===== config.mk =====
export PLATFORM = sky130hd
export DESIGN_NAME = sfr_div_cell
export DESIGN_NICKNAME = d
export VERILOG_FILES = /design/src/rtl/sfr_pkg.sv /design/src/rtl/sfr_div_cell.sv
export SDC_FILE = /design/constraint.sdc
export NUM_CORES = 1
export LEC_CHECK = 0
export BUFFER_PORTS_ARGS = -buffer_cell sky130_fd_sc_hd__buf_2
export CAP_MARGIN = 20
export CORE_AREA = 3 3 128 130
export CTS_BUF_LIST = sky130_fd_sc_hd__clkbuf_2
export DETAILED_ROUTE_END_ITERATION = 16
export DIE_AREA = 0 0 131 133
export HOLD_SLACK_MARGIN = 0.08
export PLACE_DENSITY = 0.69
export SYNTH_ARGS = -nofsm -noshare
export SYNTH_HDL_FRONTEND = slang
export SYNTH_SLANG_ARGS = --single-unit

===== constraint.sdc =====
create_clock -name clk -period 5.35 [get_ports clk]
set_input_delay 0 -clock clk [delete_from_list [all_inputs] [get_ports clk]]
set_output_delay 0 -clock clk [all_outputs]
set_load 0.1 [all_outputs]

===== src/rtl/sfr_pkg.sv =====
// shared types and constants for the schlick fresnel reflectance block
// no dependencies; imported by every module under rtl
package sfr_pkg;

    localparam int DIV_STEPS  = 31;
    localparam int SQRT_STEPS = 16;
    localparam int MUL_STEPS  = 5;
    localparam int NCELL      = DIV_STEPS + SQRT_STEPS + MUL_STEPS;

    localparam logic [15:0] ONE_Q15 = 16'h8000;
    localparam logic [30:0] ONE_Q30 = 31'h4000_0000;
    localparam logic [15:0] HALF_Q15 = 16'h4000;

    typedef struct packed {
        logic signed [15:0] eye_x;
        logic signed [15:0] eye_y;
        logic signed [15:0] eye_z;
        logic signed [15:0] norm_x;
        logic signed [15:0] norm_y;
        logic signed [15:0] norm_z;
        logic [14:0]        index_from;
        logic [14:0]        index_to;
    } item_t;

    typedef struct packed {
        logic [15:0] reflectance;
        logic        total_internal;
    } result_t;

    // per-stage side data that travels with the cell chains
    typedef struct packed {
        logic [15:0] c;
        logic        gt;
        logic        tir;
        logic        dz;
        logic        sz;
        logic [15:0] r0;
        logic [15:0] x;
    } side_t;

endpackage


===== src/rtl/sfr_div_cell.sv =====
// one restoring division step: one quotient bit per cell
// depends on sfr_pkg
module sfr_div_cell (
    input  logic        clk,
    input  logic        en,
    input  logic [31:0] rem_in,
    input  logic [31:0] den_in,
    input  logic [30:0] low_in,
    input  logic [30:0] quo_in,
    output logic [31:0] rem_reg,
    output logic [31:0] den_reg,
    output logic [30:0] low_reg,
    output logic [30:0] quo_reg
);
    import sfr_pkg::*;

    logic [32:0] trial;
    logic        take;
    logic [31:0] rem_next;

    always_comb
    begin
        trial    = {rem_in, low_in[30]};
        take     = (trial >= {1'b0, den_in});
        rem_next = take ? 32'(trial - {1'b0, den_in}) : trial[31:0];
    end

    always_ff @(posedge clk)
    begin
        if (en)
        begin
            rem_reg <= rem_next;
            den_reg <= den_in;
            low_reg <= {low_in[29:0], 1'b0};
            quo_reg <= {quo_in[29:0], take};
        end
    end

endmodule


==> results by group, run 1 <==
Outcome
  – Outcome: did not finish
  – Failing step: clock tree synthesis (4_1_cts)
  – Log Error: [ERROR RSZ-0060] Max buffer count reached.

Yosys
  – Mapped Nets: approximately 650
  – Ys async rst share: 0
  – Post-synthesis cell area: 0.006092 sq mm
  – Post-synth EDFFs: 125
  – Post-synthesis sequential area ratio: 0.6161
  – Synthesized area per cell: 12.54 sq um
  – FF+latch count, synth: 125
  – Synth Flop Type: edfxtp_1
  – Post-synthesis cell count: 486
  – Yosys warns: 0
  – Post-synth cell types: 50

Floorplan
  – Die Height: 133 um
  – Initial core utilization: 0.3993
  – # IOs: 254
  – # rows: 45
  – Die width: 131 um

Clock tree
  – Clock Sinks: 125
  – Hold-fix buffers, CTS: roughly 190
  – Postcts setup bufs: 0
  – CTS max path bufs: 2
  – CTS Buf Count: 17
  – H-tree Lvls: 4
  – Clock tree root driver cell: clkbuf_2
  – Post-CTS resize count: 0

Place
  – GP Congestion: 0.8145
  – # port buffers: 251
  – Hpwl dp: 12.22 mm
-- stage by stage --
stage          utilization  std cells  hold slack (ns)  instance area, sq um  setup slack (ns)
2_1_floorplan            -        486          0.09887                  6092             2.998
3_3_place_gp        0.4923        932           0.1773                  7512             2.055
3_5_place_dp        0.4923        932           0.1786                  7512             1.978
-- logic make-up after synthesis --
family,count (synthesis),share of synthesized area
DFF,125,0.6161
AOI/OAI and AO/OA,120,0.1201
and+or+nand+nor,107,0.08585
buffers and inverters,64,0.04785
adders and majority gates,33,0.06901
xor gates and xnor gates,26,0.03738
muxes,10,0.02300
other,1,0.0006156
-- synth_stat cells (2+ instances only) --
cell,count,area (sq um)
a21o_1,8,60.06
nand4_1,8,50.05
a31o_2,2,17.52
xor2_1,10,87.58
or3_1,2,12.51
edfxtp_1,125,3754
nor4b_1,2,17.52
o21bai_1,5,37.54
ha_1,32,400.4
a31oi_1,2,12.51
or2_2,2,12.51
buf_2,5,25.02
a21oi_1,54,270.3
a2111oi_0,3,26.28
inv_1,46,172.7
xnor2_1,16,140.1
a211oi_1,3,22.52
o21ai_0,17,85.08
mux2i_1,2,20.02
nand4b_1,2,17.52
nor2b_1,2,12.51
buf_4,2,15.01
and2_1,3,18.77
nand3_1,8,40.04
nor3_1,3,15.01
and3_1,2,12.51
nand2_1,24,90.09
o21ai_1,4,20.02
clkbuf_1,6,22.52
buf_6,5,56.30
o21a_1,6,45.04
o31ai_1,7,52.55
mux2_4,8,120.1
o211ai_1,2,15.01
nor2_1,37,138.9
nand2b_1,7,43.79
==> inputs of run 2 (changes only) <==
CORE_AREA = 3 3 161 163   (was 3 3 128 130)
CTS_BUF_LIST = default   (was sky130_fd_sc_hd__clkbuf_2)
DIE_AREA = 0 0 164 166   (was 0 0 131 133)
HOLD_SLACK_MARGIN = default   (was 0.08)
PLACE_DENSITY = default   (was 0.69)
PLACE_DENSITY_LB_ADDON = 0.15   (was default)
==> results by group, run 2 <==
Outcome
  – Outcome: finished, final reports clean

Timing
  – Slew at the pin with the worst max-slew slack: 0.9768 ns
  – Final min period: approximately 3.5 ns
  – Setup TNS: 0 ns
  – Worst rel slew slack: 0.3488
  – RSZ-0062 raised after global routing: no
  – Tcrit/Tclk final: 0.6458
  – Max-slew violation count: 0
  – Hold Vio Cnt, Final: 0
  – FMAX: between 200 and 300 MHz
  – Setup violators final: 0

Clock tree
  – CTS tree: yes
  – Clock tree root driver cell: clkbuf_16
  – Worst-path clk slew: 0.07 ns
  – Clock Sinks: 125 (unchanged)
  – Postcts setup bufs: 0 (unchanged)
  – CTS Buf Count: 17 (unchanged)
  – CTS max path bufs: 2 (unchanged)
  – Hold-fix buffers, CTS: 124 (-36%)
  – Post-CTS resize count: 0 (unchanged)
  – H-tree Lvls: 4 (unchanged)

Hold path
  – Worst min-delay path category: in -> reg

Worst setup path
  – CP max stage cell: dlygate4sd3_1
  – Crit path buf inv count: 3
  – Crit path kind: in -> reg
  – Slowest stage delay, CP: around 0.56 ns
  – Crit-path cells: dlygate4sd3_1, buf_2, ha_1, o21ai_0, a21oi_1, a2111oi_0, nor2_1, a21o_1, o21a_2, buf_4, mux2_4
  – Crit-path max FO: 41
  – CP required: 5.51 ns
  – Worst Setup Start Kind: input pin
  – Kind of cell adding the most delay to the critical path: compound AO/OA/AOI/OAI gates
  – Element type at the critical path end: flip-flop
  – CP arrival: 3.62 ns

Cells and area
  – Final core utilization: 0.3889
  – Post-layout net count: approximately 1,000
  – Most frequent cells in the layout: 250 x buf_2, 125 x edfxtp_1, 124 x dlygate4sd3_1
  – Area growth syn-to-layout: 56.15%
  – Commonest non-fill, non-tap cell in the layout: buf_2
  – Ratio of cells with drive above 1 in the final layout: 0.3409
  – N_diodes: 0

Yosys
  – Area leader, netlist: edfxtp_1
  – Yosys top cell area share: 0.6161 (unchanged)
  – Post-synth cell types: 50 (unchanged)
  – Mapped Nets: 647 (unchanged)
  – Post-synthesis cell area: 0.006092 sq mm (unchanged)
  – Synthesized area per cell: 12.54 sq um (unchanged)
  – Post-synthesis cell count: 486 (unchanged)
  – Top cells by count, synth: 125 x edfxtp_1, 54 x a21oi_1, 46 x inv_1, 37 x nor2_1, 32 x ha_1
  – Top cells by area, synth: edfxtp_1 62%, ha_1 6.6%, a21oi_1 4.4%
  – Synth Flop Type: edfxtp_1
  – Ys async rst share: 0 (unchanged)
  – Post-synthesis sequential area ratio: 0.6161 (unchanged)
  – Yosys warns: 0 (unchanged)
  – Post-synth EDFFs: 125 (unchanged)
  – FF+latch count, synth: 125 (unchanged)
  – Most frequent cell after synthesis: edfxtp_1

Drt
  – First-pass iteration count of the detailed router: 4
  – Number of DRC markers in iteration 0: 215
  – Vias: 5,076
  – Drt drc: 0
  – Vias per inst: ~4.2
  – DR WL/cell: 15.21 um
  – Number of antenna-violating nets in the routed design: 0
  – Routed wire length: 18.27 mm

Floorplan
  – Die area: about 0.027 sq mm
  – Die width: 164 um (+25%)
  – Core region area: 0.02446 sq mm
  – Die Height: 166 um (+25%)
  – # IOs: 254 (unchanged)
  – # rows: 57 (+27%)
  – Initial core utilization: 0.2490 (-0.1502)

GRT
  – Initial antenna violation count: 0
  – First-pass GRT wire length: 27.88 mm
  – Vias in the first global route: ~5,300
  – Tot GR Track Use: 0.1308
  – Largest net degree at the start of global routing: 76
  – Gr ovfl total: 0

Pwr
  – Leakage: 4.139 nW
  – Pwr Density: 390.4 mW/mm^2
  – Peak VDD IR: 169.1 uV

Place
  – GP Congestion: 0.8056 (-1.1%)
  – Hpwl dp: 13.57 mm (+11%)
  – # port buffers: 251 (unchanged)

Job
  – Max-cap violations: 0
[run 2: worst paths after layout]
path                  depth (start not counted)       from           to
worst max-delay path                         11  rem_in[1]   rem_reg[4]
worst min-delay path                          1         en  den_reg[23]
[run 2: logic make-up (layout without fill, tap and decap cells)]
kind of cell,after synthesis,count (layout),synth area share
AOI/OAI and AO/OA,120,120,0.1201
and+or+nand+nor,107,107,0.08585
adders and majority gates,33,33,0.06901
buffers and inverters,64,455,0.04785
muxes,10,10,0.02300
other,1,1,0.0006156
xor gates and xnor gates,26,26,0.03738
DFF,125,125,0.6161
[run 2: where the power goes]
part	internal, mW	switching, mW	total [mW]
registers	1.20	0.0225	1.22
clock network	0.744	0.479	1.22
logic	0.287	0.983	1.27
total	2.23	1.48	3.71
[run 2: through the flow]
step / total power [mW] / cell area, sq um / std cells / worst slack [ns] / hold slack, ns
finish: 3.714 / 9513 / 1201 / 1.895 / 0.01996
global route: 3.876 / 9513 / 1201 / 1.561 / 0.03258
CTS: 3.773 / 9513 / 1201 / 1.865 / 0.01533
detailed placement: 2.448 / 7657 / 1045 / 2.005 / 0.1781
global placement: 2.447 / 7657 / 1045 / 2.052 / 0.1761
floorplan: 2.224 / 6092 / 486 / 2.998 / 0.09887
[run 2: final cells by class]
cell class	instances	area [sq um]
clock buffers	18	429.2
repair buffers	377	2519
well taps	324	405.4
multi-input cells	297	2048
fillers	2400	14950
inverters	46	172.7
flip-flops and latches	125	3754
clock inverters	14	185.2
[run 2: layer usage]
metal  share of wire  up-vias  global-route usage  wire, um
met1            0.43     2300              0.1561      7789
met4           0.016        0             0.04193       286
met2            0.48      208              0.2251      8709
met3           0.081       19             0.03841      1480
met5               0        -                   0         0
li1                -     2549                   -         -
Power figures use the tool's default switching activity.
