<file path="config.mk">
export PLATFORM = sky130hd
export DESIGN_NAME = sfr_mul_cell
export DESIGN_NICKNAME = d
export VERILOG_FILES = /design/src/rtl/sfr_pkg.sv /design/src/rtl/sfr_mul_cell.sv
export SDC_FILE = /design/constraint.sdc
export NUM_CORES = 1
export LEC_CHECK = 0
export BUFFER_PORTS_ARGS = -buffer_cell sky130_fd_sc_hd__clkbuf_2
export CAP_MARGIN = 20
export CORE_ASPECT_RATIO = 1.5
export CORE_MARGIN = 1.5
export CORE_UTILIZATION = 45
export CTS_CLUSTER_SIZE = 16
export DETAILED_ROUTE_END_ITERATION = 7
export PLACE_DENSITY = 0.7
export REMOVE_ABC_BUFFERS = 1
export SETUP_SLACK_MARGIN = 0.05
export SYNTH_ARGS = -nofsm -noshare
export SYNTH_HDL_FRONTEND = slang
export SYNTH_SLANG_ARGS = --single-unit
</file>
<file path="constraint.sdc">
create_clock -name clk -period 5.4 [get_ports clk]
set_input_delay 0.27 -clock clk [delete_from_list [all_inputs] [get_ports clk]]
set_output_delay 0.27 -clock clk [all_outputs]
set_load 0.1 [all_outputs]
</file>
<file path="src/rtl/sfr_pkg.sv">
// shared types and constants for the schlick fresnel reflectance block
// no dependencies; imported by every module under rtl
package sfr_pkg;

    localparam int DIV_STEPS  = 31;
    localparam int SQRT_STEPS = 16;
    localparam int MUL_STEPS  = 5;
    localparam int NCELL      = DIV_STEPS + SQRT_STEPS + MUL_STEPS;

    localparam logic [15:0] ONE_Q15 = 16'h8000;
    localparam logic [30:0] ONE_Q30 = 31'h4000_0000;
    localparam logic [15:0] HALF_Q15 = 16'h4000;

    typedef struct packed {
        logic signed [15:0] eye_x;
        logic signed [15:0] eye_y;
        logic signed [15:0] eye_z;
        logic signed [15:0] norm_x;
        logic signed [15:0] norm_y;
        logic signed [15:0] norm_z;
        logic [14:0]        index_from;
        logic [14:0]        index_to;
    } item_t;

    typedef struct packed {
        logic [15:0] reflectance;
        logic        total_internal;
    } result_t;

    // per-stage side data that travels with the cell chains
    typedef struct packed {
        logic [15:0] c;
        logic        gt;
        logic        tir;
        logic        dz;
        logic        sz;
        logic [15:0] r0;
        logic [15:0] x;
    } side_t;

endpackage

</file>
<file path="src/rtl/sfr_mul_cell.sv">
// q1.15 multiply with round half up, registered
// depends on sfr_pkg
module sfr_mul_cell (
    input  logic        clk,
    input  logic        en,
    input  logic [15:0] a,
    input  logic [15:0] b,
    output logic [15:0] p_reg
);
    import sfr_pkg::*;

    logic [31:0] prod;

    always_comb
    begin
        prod = 32'(a) * 32'(b) + {16'b0, HALF_Q15};
    end

    always_ff @(posedge clk)
    begin
        if (en)
        begin
            p_reg <= prod[30:15];
        end
    end

endmodule

</file>
Word level (Yosys, flattened, before mapping)
Index checks and enable logic that the tools add are counted.
W data, S select, Z words.
{ "op_classes": {"shifts": 0, "magnitude_cmp": 0, "n_bitwise": 0, "n_addsub": 1, "muxes": 0, "n_eq_ne": 0, "multipliers": 1, "div": 0, "reduce_logical": 0} }
{ "ops": {"columns": ["op", "n"], "rows": [
  ["$add A31 B15 Y31 const B", 1],
  ["$mul A16 B16 Y31", 1]
]} }
{ "word_totals": {"ram_bits": 0, "input_bits": 34, "latch_bits": 0, "mem_bits_ro": 0, "memories": 0, "reg_bits": 16} }

Depth between registers and ports, before layout
{ "logic_depth": {"depth_word": 2, "ltp_mapped": 22, "ltp_nobuf": 20} }

Worst setup path after synthesis
Ideal clock, no wire load.
{ "synth_path": {"kind": "input port to flip-flop", "from": "input b[1]", "to": "register p_reg[15] (data pin)", "arrival_time_ps": 5348, "n_path_buf": 2, "setup_time_ps": 261, "path_slack_ps": -209, "stages": 20, "cell_sequence": "clkbuf_1 nand2_1 fa_1 fa_1 inv_1 fa_1 fa_1 fa_1 inv_1 fa_1 inv_1 ha_1 clkbuf_1 a21oi_1 o21a_1 o21ai_1 a21oi_1 a211oi_2 or2_1 a311o_1"} }
{ "synth_between": {"elab_chain_len": 2} }
{ "synth_rtl": {"columns": ["element", "line", "rtl"], "rows": [
  ["start, declared", "sfr_mul_cell.sv:7", "input logic [15:0] b,"],
  ["$mul A16 B16 Y31", "sfr_mul_cell.sv:16", "prod = 32'(a) * 32'(b) + {16'b0, HALF_Q15};"],
  ["$add A31 B15 Y31", "sfr_mul_cell.sv:16", null],
  ["named net prod[30]", "sfr_mul_cell.sv:12", "logic [31:0] prod;"],
  ["end signal, assigned", "sfr_mul_cell.sv:23", "p_reg <= prod[30:15];"],
  ["end, declared", "sfr_mul_cell.sv:8", "output logic [15:0] p_reg"]
]} }
The timed path passes the listed nets, and every way through them passes these cells.
A chain may end at the register's enable or synchronous reset.

Final worst setup path
{ "layout_path": {"from": "input a[10]", "to": "register p_reg[15] (data pin)"} }
{ "layout_between": {"elab_chain_len": 2} }
{ "layout_rtl": {"columns": ["element", "line", "rtl"], "rows": [
  ["start, declared", "sfr_mul_cell.sv:6", "input logic [15:0] a,"],
  ["$mul A16 B16 Y31", "sfr_mul_cell.sv:16", null],
  ["$add A31 B15 Y31", "sfr_mul_cell.sv:16", null],
  ["named net prod[30]", "sfr_mul_cell.sv:12", null]
]} }
The timed path passes the listed nets, and every way through them passes these cells.

==> impl_metrics.sql <==
INSERT INTO impl_metrics (metric_group, metric, value, unit) VALUES
('grt', 'largest_net_degree_at_the_start_of_global_routing', '17', ''),
('timing', 'min_period_over_period', '98.5', '%'),
('placed_design', 'port_buffers', '49', ''),
('timing', 'fin_worst_hold_slack', '0.533', 'ns'),
('yosys', 'synth_area', '8680', 'um2'),
('cells_and_area', 'syn_to_final_growth', '23.1', '%'),
('cts', 'clock_sinks', '16', ''),
('grt', 'gr-usage-all-layers', '22.6', '%'),
('yosys', 'synth_adder_area_share', '59.9', '%'),
('yosys', 'netlist_instances', '952', ''),
('timing', 'slew_violations', '0', ''),
('yosys', 'synth_area_per_cell', '9.12', 'um2'),
('floorplan', 'die_h', '173', 'um'),
('setup_path', 'worstPathMaxFanout', '9', ''),
('yosys', 'synth-seq-cells', '16', ''),
('yosys', 'synth_sequential_area_ratio', '5.53', '%'),
('floorplan', 'floorplan.initialDensity', '45.7', '%'),
('floorplan', 'die_x', '116', 'um'),
('min_path', 'min-delay-path-class', 'in2reg', ''),
('cts', 'clock-root-buffer', 'sky130_fd_sc_hd__clkbuf_16', ''),
('cts', 'total_number_of_h_tree_levels', '1', ''),
('grt', 'first_global_vias', '7718', ''),
('setup_path', 'worstSetupEndpoint', 'p_reg[15]$_DFFE_PP_', ''),
('timing', 'setup_violations', '0', ''),
('drt', 'routedWlPerCell', '16.4', 'um'),
('min_path', 'hold_start', 'en', ''),
('cts', 'post_cts_hold_buffers', '0', ''),
('cells_and_area', 'fillers', '1673', ''),
('drt', 'avgViaCountPerCell', '5.17', ''),
('timing', 'worst_slew_margin_rel', '63.5', '%'),
('drt', 'remaining_drc_errors', '0', ''),
('cells_and_area', 'diodes', '0', ''),
('setup_path', 'critPathLaunch', 'a[10]', ''),
('setup_path', 'worstPathRequired', '5.39', 'ns'),
('cells_and_area', 'finalNetCount', '1424', ''),
('timing', 'hold_viol', '0', ''),
('yosys', 'synth_xor_area_share', '2.02', '%'),
('timing', 'final.setup.worst_slack', '0.0812', 'ns'),
('setup_path', 'worst_setup_path_end_kind', 'flop', ''),
('status', 'status', 'completed', ''),
('setup_path', 'path_cells', 'clkbuf_8 -> buf_6 -> nand2_1 -> fa_1 -> fa_1 -> inv_1 -> fa_1 -> fa_1 -> fa_1 -> inv_1 -> fa_1 -> inv_2 -> ha_4 -> nand2_2 -> nor2_2 -> nand3_1 -> a211o_1 -> a211oi_2 -> nor3_1 -> a311o_1', ''),
('yosys', 'post_synth_num_cell_types', '37', ''),
('placed_design', 'globalplace.congestion', '0.872', ''),
('drt', 'detailroute.via_count', '6949', ''),
('floorplan', 'floorplan.die_area', '20200', 'um2'),
('floorplan', 'boundaryPins', '50', ''),
('yosys', 'synth-compound-area-share', '4.76', '%'),
('floorplan', 'coreArea', '19000', 'um2'),
('cts', 'cts_buffer_count', '3', ''),
('placed_design', 'placement.setup.worst_slack', '-0.507', 'ns'),
('floorplan', 'placementRows', '62', ''),
('grt', 'grt_pass1_wl', '35500', 'um'),
('cts', 'clk_transition_reported_paths', '0.04', 'ns'),
('cells_and_area', 'fraction_of_final_layout_cells_with_drive_strength_greater_than_1', '22.9', '%'),
('timing', 'layout_min_cycle_time', '5.32', 'ns'),
('cells_and_area', 'regArea', '480', 'um2'),
('drt', 'firstDrtPassIters', '5', ''),
('placed_design', 'post-dp-hpwl', '18600', 'um'),
('drt', 'postRouteAntennaNets', '0', ''),
('setup_path', 'setup.worst_path.start_class', 'input port', ''),
('cts', 'tritoncts', 'done', ''),
('timing', 'unrepaired_setup_endpoints_after_global_routing', 'yes', ''),
('timing', 'worstMarginPinSlew', '0.550', 'ns'),
('yosys', 'synth_top_family_by_area', 'adder cells', ''),
('cells_and_area', 'flip_flop_count_of_the_largest_register_all_copies_and_words_added', '16', ''),
('setup_path', 'critPathSlowestCell', 'sky130_fd_sc_hd__fa_1', ''),
('yosys', 'yosys_warnings', '0', ''),
('cells_and_area', 'layout.cell_area.non_filler', '10700', 'um2'),
('setup_path', 'max_stage_delay_on_crit_path', '0.56', 'ns'),
('setup_path', 'critical_path_class', 'in2reg', ''),
('yosys', 'post_synth_mux_area_share', '0', '%');
## cells in the final DEF, fill, tap and decap left out, types with 3 or more instances in the layout
master / n
sky130_fd_sc_hd__ha_1: 94
sky130_fd_sc_hd__fa_2: 12
sky130_fd_sc_hd__xor2_1: 5
sky130_fd_sc_hd__o21a_1: 5
sky130_fd_sc_hd__o21ai_0: 3
sky130_fd_sc_hd__inv_1: 206
sky130_fd_sc_hd__inv_2: 12
sky130_fd_sc_hd__clkbuf_8: 6
sky130_fd_sc_hd__and2_1: 101
sky130_fd_sc_hd__a21oi_2: 7
sky130_fd_sc_hd__buf_4: 107
sky130_fd_sc_hd__clkbuf_4: 3
sky130_fd_sc_hd__nand3_1: 4
sky130_fd_sc_hd__xnor2_1: 15
sky130_fd_sc_hd__edfxtp_1: 16
sky130_fd_sc_hd__a21oi_1: 11
sky130_fd_sc_hd__nand2_2: 3
sky130_fd_sc_hd__o21ai_1: 3
sky130_fd_sc_hd__clkbuf_2: 26
sky130_fd_sc_hd__and3_1: 4
sky130_fd_sc_hd__nand4_1: 5
sky130_fd_sc_hd__buf_6: 18
sky130_fd_sc_hd__nor3_1: 4
sky130_fd_sc_hd__nand2_1: 148
sky130_fd_sc_hd__ha_4: 12
sky130_fd_sc_hd__clkbuf_16: 7
sky130_fd_sc_hd__nor2_1: 11
sky130_fd_sc_hd__fa_1: 181
sky130_fd_sc_hd__and2_4: 15
sky130_fd_sc_hd__a21o_1: 8
## per-layer routing
layer | global-route usage, % | vias up | part of all wire [%]
met1 | 23.0 | 3578 | 32
met3 | 1.47 | 73 | 2.7
met5 | 0 | - | 0
met2 | 44.5 | 181 | 59
met4 | 11.7 | 0 | 5.8
li1 | - | 3117 | -
## cell usage after synthesis
| cell type | instances | area, um2 |
|---|---|---|
| sky130_fd_sc_hd__nand3_1 | 4 | 20.0 |
| sky130_fd_sc_hd__o21ai_0 | 4 | 20.0 |
| sky130_fd_sc_hd__nor3_1 | 4 | 20.0 |
| sky130_fd_sc_hd__fa_1 | 193 | 3860 |
| sky130_fd_sc_hd__o41ai_1 | 1 | 8.76 |
| sky130_fd_sc_hd__a21o_1 | 8 | 60.1 |
| sky130_fd_sc_hd__a21boi_1 | 1 | 7.51 |
| sky130_fd_sc_hd__o21bai_1 | 2 | 15.0 |
| sky130_fd_sc_hd__a21oi_1 | 19 | 95.1 |
| sky130_fd_sc_hd__and2_1 | 116 | 726 |
| sky130_fd_sc_hd__a21boi_0 | 2 | 15.0 |
| sky130_fd_sc_hd__o21a_1 | 5 | 37.5 |
| sky130_fd_sc_hd__or3_1 | 1 | 6.26 |
| sky130_fd_sc_hd__or2_1 | 1 | 6.26 |
| sky130_fd_sc_hd__o21ba_2 | 1 | 10.0 |
| sky130_fd_sc_hd__a211o_1 | 2 | 17.5 |
| sky130_fd_sc_hd__o21ai_1 | 4 | 20.0 |
| sky130_fd_sc_hd__o31ai_1 | 3 | 22.5 |
| sky130_fd_sc_hd__edfxtp_1 | 16 | 480 |
| sky130_fd_sc_hd__ha_1 | 107 | 1340 |
| sky130_fd_sc_hd__xnor2_1 | 15 | 131 |
| sky130_fd_sc_hd__a311oi_1 | 1 | 8.76 |
| sky130_fd_sc_hd__a221o_1 | 1 | 10.0 |
| sky130_fd_sc_hd__and3_1 | 4 | 25.0 |
| sky130_fd_sc_hd__xor2_1 | 5 | 43.8 |
| sky130_fd_sc_hd__inv_1 | 218 | 818 |
| sky130_fd_sc_hd__and4_1 | 1 | 8.76 |
| sky130_fd_sc_hd__a31o_2 | 1 | 8.76 |
| sky130_fd_sc_hd__a31oi_1 | 3 | 18.8 |
| sky130_fd_sc_hd__o211ai_1 | 1 | 7.51 |
| sky130_fd_sc_hd__nor2_1 | 14 | 52.6 |
| sky130_fd_sc_hd__nand4_1 | 5 | 31.3 |
| sky130_fd_sc_hd__clkbuf_1 | 35 | 131 |
| sky130_fd_sc_hd__a311o_1 | 1 | 10.0 |
| sky130_fd_sc_hd__a211oi_2 | 1 | 12.5 |
| sky130_fd_sc_hd__nand2_1 | 151 | 567 |
| sky130_fd_sc_hd__a211oi_1 | 1 | 7.51 |
## logic make-up (layout without fill, tap and decap cells)
kind of cell / Yosys count / in the layout
DFF: 16 / 16
adders and majority gates: 300 / 300
xor gates and xnor gates: 20 / 20
buffers and inverters: 253 / 389
AOI/OAI and AO/OA: 62 / 62
and+or+nand+nor: 301 / 301
## area by class of cell
| cell class | instances | share of cell area (%) |
|---|---|---|
| Timing Repair Buffer | 168 | 13.1 |
| Inverter | 218 | 7.66 |
| Sequential cell | 16 | 4.49 |
| Clock buffer | 3 | 0.702 |
| Tap cell | 256 | 3.00 |
| Multi-Input combinational cell | 683 | 71.0 |
## critical path: cells and delay by family
| family | cells | cell delay, ns |
|---|---|---|
| AOI/OAI and AO/OA | 3 | 0.85 |
| adders and majority gates | 7 | 3.30 |
| and+or+nand+nor | 5 | 0.39 |
| buffers and inverters | 5 | 0.48 |
## metrics by stage
stage | std cells | utilization, %
finish | 1344 | 56.2
global placement | 1326 | 52.1
global route | 1344 | 56.2
detailed placement | 1326 | 52.1
CTS | 1339 | 54.4
floorplan | 917 | -
## how the worst min path moves through the flow
stage                     endpoint  slack, ns  depth (start not counted)
6_report       p_reg[11]$_DFFE_PP_       0.53                          1
3_5_place_dp   p_reg[11]$_DFFE_PP_       0.80                          1
5_1_grt        p_reg[11]$_DFFE_PP_       0.55                          1
3_3_place_gp   p_reg[13]$_DFFE_PP_       0.78                          1
4_1_cts        p_reg[11]$_DFFE_PP_       0.55                          1
2_1_floorplan   p_reg[0]$_DFFE_PP_       0.38                          0
## repair_timing
item                                    4_1_cts  5_1_grt
endpoints found under the setup margin       12       15
buffers inserted                              9        4
endpoints found under the hold margin         0        0
cloned                                        2        1
gates resized for setup                      64       89
pin swaps                                    38       40
Power is left out: the tool's default activity adds up to more than one toggle a clock period on the data nets, which glitch-free logic cannot reach.
