--- src/rtl/sfr_pkg.sv ---
// shared types and constants for the schlick fresnel reflectance block
// no dependencies; imported by every module under rtl
package sfr_pkg;

    localparam int DIV_STEPS  = 31;
    localparam int SQRT_STEPS = 16;
    localparam int MUL_STEPS  = 5;
    localparam int NCELL      = DIV_STEPS + SQRT_STEPS + MUL_STEPS;

    localparam logic [15:0] ONE_Q15 = 16'h8000;
    localparam logic [30:0] ONE_Q30 = 31'h4000_0000;
    localparam logic [15:0] HALF_Q15 = 16'h4000;

    typedef struct packed {
        logic signed [15:0] eye_x;
        logic signed [15:0] eye_y;
        logic signed [15:0] eye_z;
        logic signed [15:0] norm_x;
        logic signed [15:0] norm_y;
        logic signed [15:0] norm_z;
        logic [14:0]        index_from;
        logic [14:0]        index_to;
    } item_t;

    typedef struct packed {
        logic [15:0] reflectance;
        logic        total_internal;
    } result_t;

    // per-stage side data that travels with the cell chains
    typedef struct packed {
        logic [15:0] c;
        logic        gt;
        logic        tir;
        logic        dz;
        logic        sz;
        logic [15:0] r0;
        logic [15:0] x;
    } side_t;

endpackage

--- src/rtl/sfr_sqrt_cell.sv ---
// one digit-by-digit square root step: one root bit per cell
// depends on sfr_pkg
module sfr_sqrt_cell (
    input  logic        clk,
    input  logic        en,
    input  logic [17:0] rem_in,
    input  logic [15:0] root_in,
    input  logic [31:0] low_in,
    output logic [17:0] rem_reg,
    output logic [15:0] root_reg,
    output logic [31:0] low_reg
);
    import sfr_pkg::*;

    logic [19:0] t;
    logic [17:0] trial;
    logic        take;

    always_comb
    begin
        t     = {rem_in, low_in[31:30]};
        trial = {root_in, 2'b01};
        take  = (t >= {2'b00, trial});
    end

    always_ff @(posedge clk)
    begin
        if (en)
        begin
            rem_reg  <= take ? 18'(t - {2'b00, trial}) : t[17:0];
            root_reg <= {root_in[14:0], take};
            low_reg  <= {low_in[29:0], 2'b00};
        end
    end

endmodule

--- config.mk ---
export PLATFORM = sky130hd
export DESIGN_NAME = sfr_sqrt_cell
export DESIGN_NICKNAME = d
export VERILOG_FILES = /design/src/rtl/sfr_pkg.sv /design/src/rtl/sfr_sqrt_cell.sv
export SDC_FILE = /design/constraint.sdc
export NUM_CORES = 1
export LEC_CHECK = 0
export ABC_AREA = 1
export BUFFER_PORTS_ARGS = -buffer_cell sky130_fd_sc_hd__buf_2
export CAP_MARGIN = 20
export CORE_ASPECT_RATIO = 1.1
export CORE_MARGIN = 1
export CORE_UTILIZATION = 49
export CTS_CLUSTER_SIZE = 8
export DETAILED_ROUTE_END_ITERATION = 6
export PLACE_DENSITY = 0.81
export SYNTH_ARGS = -nofsm -noshare
export SYNTH_HDL_FRONTEND = slang
export SYNTH_SLANG_ARGS = --single-unit
export TNS_END_PERCENT = 30
--- constraint.sdc ---
create_clock -name clk -period 2 [get_ports clk]
set_input_delay 0.4 -clock clk [delete_from_list [all_inputs] [get_ports clk]]
set_output_delay 0.4 -clock clk [all_outputs]
set_load 0.02 [all_outputs]
# Word-level counts from Yosys, hierarchy flattened
# Cells that the tools add are included.
word_totals:
  word_cells: 6
  regBits: 64
  output_inout_bits: 66
op_classes:
  muxes: 1
  n_addsub: 1
  n_lt_le_gt_ge: 1
op_table:
  columns: ["operator", "n"]
  rows:
  - ["20-bit by 18-bit greater-or-equal comparator with 1-bit output", 1]
  - ["18-bit two-way mux", 1]
  - ["18-bit subtractor", 1]

# Longest topological paths before layout
# Gate-level depths: netlist of the first run.
depth:
  depth_word: 2
  depth_mapped: 14
  depth_no_buf: 13

# Worst setup path after synthesis of the first run
# No wires, ideal clock.
synth_path:
  path_kind: "input to register"
  start: "in root_in[1]"
  end: "reg rem_reg[0] (data pin)"
  cell_stages: 10
  path_buffers: 1
  setup_time_ps: 258
  path_slack_ps: 117
  t_arrival_ps: 1626
  path_cell_list: "inv_1 -> ha_1 -> a21oi_1 -> nand2_1 -> nand2_1 -> nand3b_1 -> nand2_1 -> nand2_4 -> buf_6 -> xor2_2"
synth_via:
  elab_chain_cells: 2
synth_rtl:
  columns: ["element", "line", "text"]
  rows:
  - ["start: declaration", "sfr_sqrt_cell.sv:7", "input logic [15:0] root_in,"]
  - ["20-bit by 18-bit greater-or-equal comparator with 1-bit output", "sfr_sqrt_cell.sv:23", "take = (t >= {2'b00, trial});"]
  - ["18-bit two-way mux", "sfr_sqrt_cell.sv:30", "rem_reg <= take ? 18'(t - {2'b00, trial}) : t[17:0];"]
  - ["end signal: assignment", "sfr_sqrt_cell.sv:30", null]
  - ["end: declaration", "sfr_sqrt_cell.sv:9", "output logic [17:0] rem_reg,"]
# No other way between the ends.
# A chain may end at the register's enable or synchronous reset.

# Worst setup path in the final report of the first run
layout_path:
  start: "in rem_in[9]"
  end: "reg rem_reg[13] (data pin)"
layout_via:
  elab_chain_cells: 2
  elab_cells_between_ends: 3
  classes_between: "1 x add/sub; 1 x order compare; 1 x mux"
layout_rtl:
  columns: ["element", "line", "text"]
  rows:
  - ["start: declaration", "sfr_sqrt_cell.sv:6", "input logic [17:0] rem_in,"]
  - ["18-bit subtractor / 20-bit by 18-bit greater-or-equal comparator with 1-bit output (equally long branches)", "sfr_sqrt_cell.sv:30, sfr_sqrt_cell.sv:23", null]
  - ["18-bit two-way mux (*)", "sfr_sqrt_cell.sv:30", null]
# Mark *: on every way between the ends. The rest lies on a longest branch, timed or not.

==> metrics.md, run 1 <==
| Metric | Value |
|---|---|
| Status | finished clean |
| Seq/Total Area, Yosys | 0.576 |
| Yosys top cell by area | edfxtp_1 |
| Cell Area, Synth | 3330 µm² |
| Global-route wire length before repair | 11400 µm |
| CP endpoint kind | flip-flop |
| Multi-input combinational cell area | 1170 µm² |
| Tightest Hold Check Type | in -> reg |
| Max Cap Viol | 0 |
| Vias per Instance | 4.73 |
| Post-synth top area share | 0.576 |
| Synth-to-Final Area Change | 34.0% |
| Crit path max fanout | 5 |
| Crit Path Category | in -> reg |
| Worst Hold Path Cells | 1 |
| Drt pass-1 iters | 4 |
| Avg WL per Cell | 12.9 µm |
| CTS HTree Levels | 3 |
| Setup Fix Bufs, Post-CTS | 0 |
| Gp weighted congestion | 0.893 |
| Synth Area per Inst | 9.81 µm² |
| Fin crit share | 0.910 |
| Fin crit period | 1820 ps |
| Setup TNS | 0 ps |
| Initial Util | 0.506 |
| Number of flip-flops in the largest register | 30 |
| Ranking of synthesized cells by area | edfxtp_1, nand2_1, ha_1 |
| Largest net degree at the start of global routing | 65 |
| Power density over the cells | 807 nW/µm² |
| Clk slew on worst S/H paths | 70 ps |
| Hold Buf Count CTS | 0 |
| RSZ-0062 raised after global routing | false |
| Final setup fails | 0 |
| CTS root buf | clkbuf_8 |
| Worst IR Drop VDD | 0.000478 V |
| FF+latch count, synth | 64 |
| Layout fillers | 529 |
| Lkg Pwr | 2.29 nW |
| Share of post-route cells with drive strength above 1 | 0.364 |
| Ys Warns | 0 |
| HPWL Detailed | 5830 µm |
| Row count | 31 |
| Post-Syn Instances | 340 |
| Critical path data arrival time | 1920 ps |
| IO Port Bufs | 131 |
| # IOs | 134 |
| Max clock buf depth | 2 |
| DRC errors left | 0 |
| Antenna diodes | 0 |
| Fin. Hold Viols | 0 |
| Iter 0 DRT Violations | 119 |
| Finished Core Util | 0.678 |
| Nets | 592 |
| Chip Width | 80.7 µm |
| Via Count | 2805 |
| Initial antenna violation count | 0 |
| Yosys cell types | 24 |
| CTS sink count | 64 |
| Total die area | 7140 µm² |
| FF+latch area | 1920 µm² |
| Final ANT Viol Nets | 0 |
| Vias in the first global route | 2555 |
| GRT Util Overall | 0.216 |
| Total congestion overflow | 0 |
| Total wire length | 7650 µm |
| Die height | 88.5 µm |
| CTS Buf Count | 9 |
| Startpoint Class | primary input |
| Core area | 6590 µm² |
| CTS tree | built |
| Max-slew violation count | 0 |
| Fmax | 0.549 GHz |
| Critical path required time | 2100 ps |
| Post-CTS Resized | 0 |
-- power breakdown --
part | switching, W | leakage [nW] | internal [W] | total (W)
clock network | 0.000498 | 0.0901 | 0.000562 | 0.00106
registers | 0.0000280 | 0.626 | 0.00164 | 0.00166
logic | 0.000539 | 1.58 | 0.000343 | 0.000881
-- path summary, 6_finish.rpt --
path | from | end | slack, ps
min | low_in[15] | low_reg[17] | 230
max | rem_in[9] | rem_reg[13] | 180
-- layout make-up --
class / count / share of cell area
multi-input cells: 220 / 0.262
clock buffers: 9 / 0.0277
repair buffers: 159 / 0.199
flip-flops and latches: 64 / 0.430
well taps: 82 / 0.0230
clock inverters: 7 / 0.0140
inverters: 52 / 0.0442
-- layout by cell type (no fill, tap or decap), drive strengths merged --
cell type and instances:
buf 159, clkbuf 9, o21bai 1, nand2 126, xor2 9, edfxtp 64, clkinv 4, nor3 2
a21oi 13, xnor2 1, nor2 18, nand4 1, o21ai 4, bufinv 1, clkinvlp 2, nand3 17
conb 2, ha 18, inv 52, a211oi 1, nand3b 7
-- cell usage after synthesis --
cell      instances
a211oi_1          1
a21oi_1          13
buf_4             2
buf_6             3
conb_1            1
edfxtp_1         64
ha_1             18
inv_1            51
inv_4             1
nand2_1         123
nand2_2           2
nand2_4           1
nand3_1          11
nand3_2           6
nand3b_1          7
nand4_1           1
nor2_1           16
nor2_2            2
nor3_1            2
o21ai_0           4
o21bai_1          1
xnor2_1           1
xor2_1            8
xor2_2            1
-- layer usage --
layer / global-route usage / up-vias / wire length [µm] / share of wire
li1: - / 1431 / - / -
met1: 0.250 / 1239 / 3070 / 0.40
met2: 0.383 / 124 / 3770 / 0.49
met3: 0.0557 / 11 / 723 / 0.094
met4: 0.0812 / 0 / 96 / 0.013
met5: 0 / - / 0 / 0
-- worst max-delay path: stages --
cell	delay, ps
buf_2	110
ha_1	350
nand2_1	130
inv_1	80
nand2_1	80
nand2_1	80
nand3b_1	200
nand2_1	120
nand2_4	80
buf_4	170
nand3_2	80
nand2_1	50
-- logic make-up (layout without fill, tap and decap cells) --
family / after synthesis / after routing / share of synthesized area
AOI/OAI and AO/OA: 19 / 19 / 0.0300
xor gates and xnor gates: 10 / 10 / 0.0285
adders and majority gates: 18 / 18 / 0.0675
buffers and inverters: 57 / 227 / 0.0739
DFF: 64 / 64 / 0.576
other: 1 / 2 / 0.00112
and+or+nand+nor: 171 / 171 / 0.223
-- per-stage QoR --
| step | area (µm²) | setup WS [ps] | cells | hold slack [ps] | power [W] |
|---|---|---|---|---|---|
| after floorplan | 3340 | 117 | 341 | 499 | 0.00221 |
| after global placement | 4280 | -130 | 577 | 577 | 0.00255 |
| after detailed placement | 4280 | -167 | 577 | 579 | 0.00257 |
| after CTS | 4470 | 197 | 593 | 226 | 0.00363 |
| after global routing | 4470 | 39.3 | 593 | 223 | 0.00377 |
| final | 4470 | 179 | 593 | 235 | 0.00361 |
Note: power is estimated with default switching activity, not from simulation.
==> run 2: changes to the inputs <==
Settings changed: PLACE_DENSITY 0.81 to 0.85.
==> metrics.md, run 2 (same netlist as run 1, synthesis figures left out) <==
| Metric | Value |
|---|---|
| CP endpoint kind | flip-flop |
| Max Cap Viol | 0 (unchanged) |
| Nets | 596 (+0.68%) |
| Tightest Hold Check Type | in -> reg |
| Post-DP Area | 4310 µm² (+0.70%) |
| CTS HTree Levels | 3 (unchanged) |
| Final setup fails | 0 (unchanged) |
| Status | finished clean |
| GRT met1 Usage | 0.253 (+0.00248) |
| Initial Util | 0.506 (unchanged) |
| Fin area | 4500 µm² (+0.76%) |
| HPWL Detailed | 5960 µm (+2.2%) |
| Placed Cells | 581 (+0.69%) |
| DRC errors left | 0 (unchanged) |
| Initial antenna violation count | 1 (+1) |
| Core area | 6590 µm² (unchanged) |
| Post-Layout Cell Count | 598 (+0.84%) |
| Iter 0 DRT Violations | 138 (+16%) |
| Met2 Track Usage GR | 0.396 (+0.0131) |
| Fin crit share | 0.917 (+0.00702) |
| Worst IR Drop VDD | 0.000440 V (-8.0%) |
| Fin. Hold Viols | 0 (unchanged) |
| # IOs | 134 (unchanged) |
| Global-route wire length before repair | 11900 µm (+4.4%) |
| GR Layer Usage met3 | 0.0701 (+0.0144) |
| Crit Path Category | in -> reg |
| CTS sink count | 64 (unchanged) |
| Avg WL per Cell | 12.9 µm (about the same) |
| Commonest non-fill, non-tap cell in the layout | buf_2 |
| Gp weighted congestion | 0.889 (-0.46%) |
| Post-CTS Resized | 0 (unchanged) |
| Most used routing layer | met2 |
| Chip Width | 80.7 µm (unchanged) |
| Max-slew violation count | 0 (unchanged) |
| Most frequent cells in the layout | buf_2, nand2_1, edfxtp_1 |
| Number of flip-flops in the largest register | 30 (unchanged) |
| Vias in the first global route | 2677 (+4.8%) |
| Share of post-route cells with drive strength above 1 | 0.371 (+0.00688) |
| Hold Buf Count CTS | 0 (unchanged) |
| Pwr Total | 0.00363 W (+0.57%) |
| Largest net degree at the start of global routing | 65 (unchanged) |
| Clk slew on worst S/H paths | 70 ps (about the same) |
| Startpoint Class | primary input |
| Total congestion overflow | 0 (unchanged) |
| Critical path required time | 2110 ps (about the same) |
| Fin crit period | 1830 ps (+14.0 ps) |
| Layout fillers | 522 (-1.3%) |
| Synth-to-Final Area Change | 35.0% |
| Vias per Instance | 4.75 (+0.47%) |
| Critical path data arrival time | 1940 ps (+20 ps) |
| Power density over the cells | 805 nW/µm² (-0.18%) |
| CTS tree | built |
| CTS root buf | clkbuf_8 |
| IO Port Bufs | 131 (unchanged) |
| Setup Fix Bufs, Post-CTS | 0 (unchanged) |
| Crit path max fanout | 3 (-2) |
| Final ANT Viol Nets | 0 (unchanged) |
| Total die area | 7140 µm² (unchanged) |
| Total wire length | 7710 µm (+0.78%) |
| Setup TNS | 0 ps (unchanged) |
| Drt pass-1 iters | 4 (unchanged) |
| Lkg Pwr | 2.31 nW (+0.92%) |
| Die height | 88.5 µm (unchanged) |
| CTS Buf Count | 9 (unchanged) |
| Max clock buf depth | 2 (unchanged) |
| GRT Util Overall | 0.224 (+0.00804) |
| Row count | 31 (unchanged) |
| Finished Core Util | 0.683 (+0.00512) |
| Via Count | 2842 (+1.3%) |
| RSZ-0062 raised after global routing | false |
| Fmax | 0.545 GHz (-0.77%) |
## run 2: cell count changes in the layout (fill, tap and decap cells not counted)
cell / before / now
clkinv_1: 2 / 0
clkinv_2: 2 / 3
diode_2: 0 / 1
buf_4: 26 / 30
clkbuf_1: 0 / 1
## run 2: final cells by class
class                           instances  area, µm²  share of cell area
Sequential cell                        64       1920               0.427
Multi-Input combinational cell        220       1170               0.260
Timing Repair Buffer                  163        921               0.205
Inverter                               52        198              0.0439
Clock buffer                           10        128              0.0283
Tap cell                               82        103              0.0228
Clock inverter                          6       60.1              0.0133
Antenna cell                            1       2.50            0.000556
## run 2: layer usage
layer	vias up	wire [µm]	part of all wire
met5	-	0	0
met4	0	135	0.018
met3	14	632	0.082
met2	113	3820	0.50
met1	1273	3120	0.41
li1	1442	-	-
## run 2: worst max-delay path, stage by stage
cell,delay [ps]
buf_2,90
inv_1,40
ha_1,300
buf_4,150
nand2_1,80
inv_1,60
a21oi_1,270
nand3_1,180
nand2_1,130
nand3_1,100
nand3_2,90
nand2_1,40
## run 2: path summary, 6_finish.rpt
path | from | endpoint | slack, ps | cells after the start
setup / recovery | root_in[5] | rem_reg[17] | 170 | 12
hold / removal | low_in[16] | low_reg[18] | 230 | 1
## run 2: through the flow
stage | worst slack, ps | hold WS [ps]
floorplan | 117 | 499
global placement | -191 | 577
detailed placement | -179 | 578
CTS | 186 | 222
global route | 29.4 | 213
finish | 165 | 233
## run 2: report_power, final
group,leakage (nW),internal (W),switching [W],total [W]
Combinational,1.60,0.000351,0.000543,0.000894
Clock,0.0921,0.000569,0.000498,0.00107
Sequential,0.626,0.00164,0.0000289,0.00167
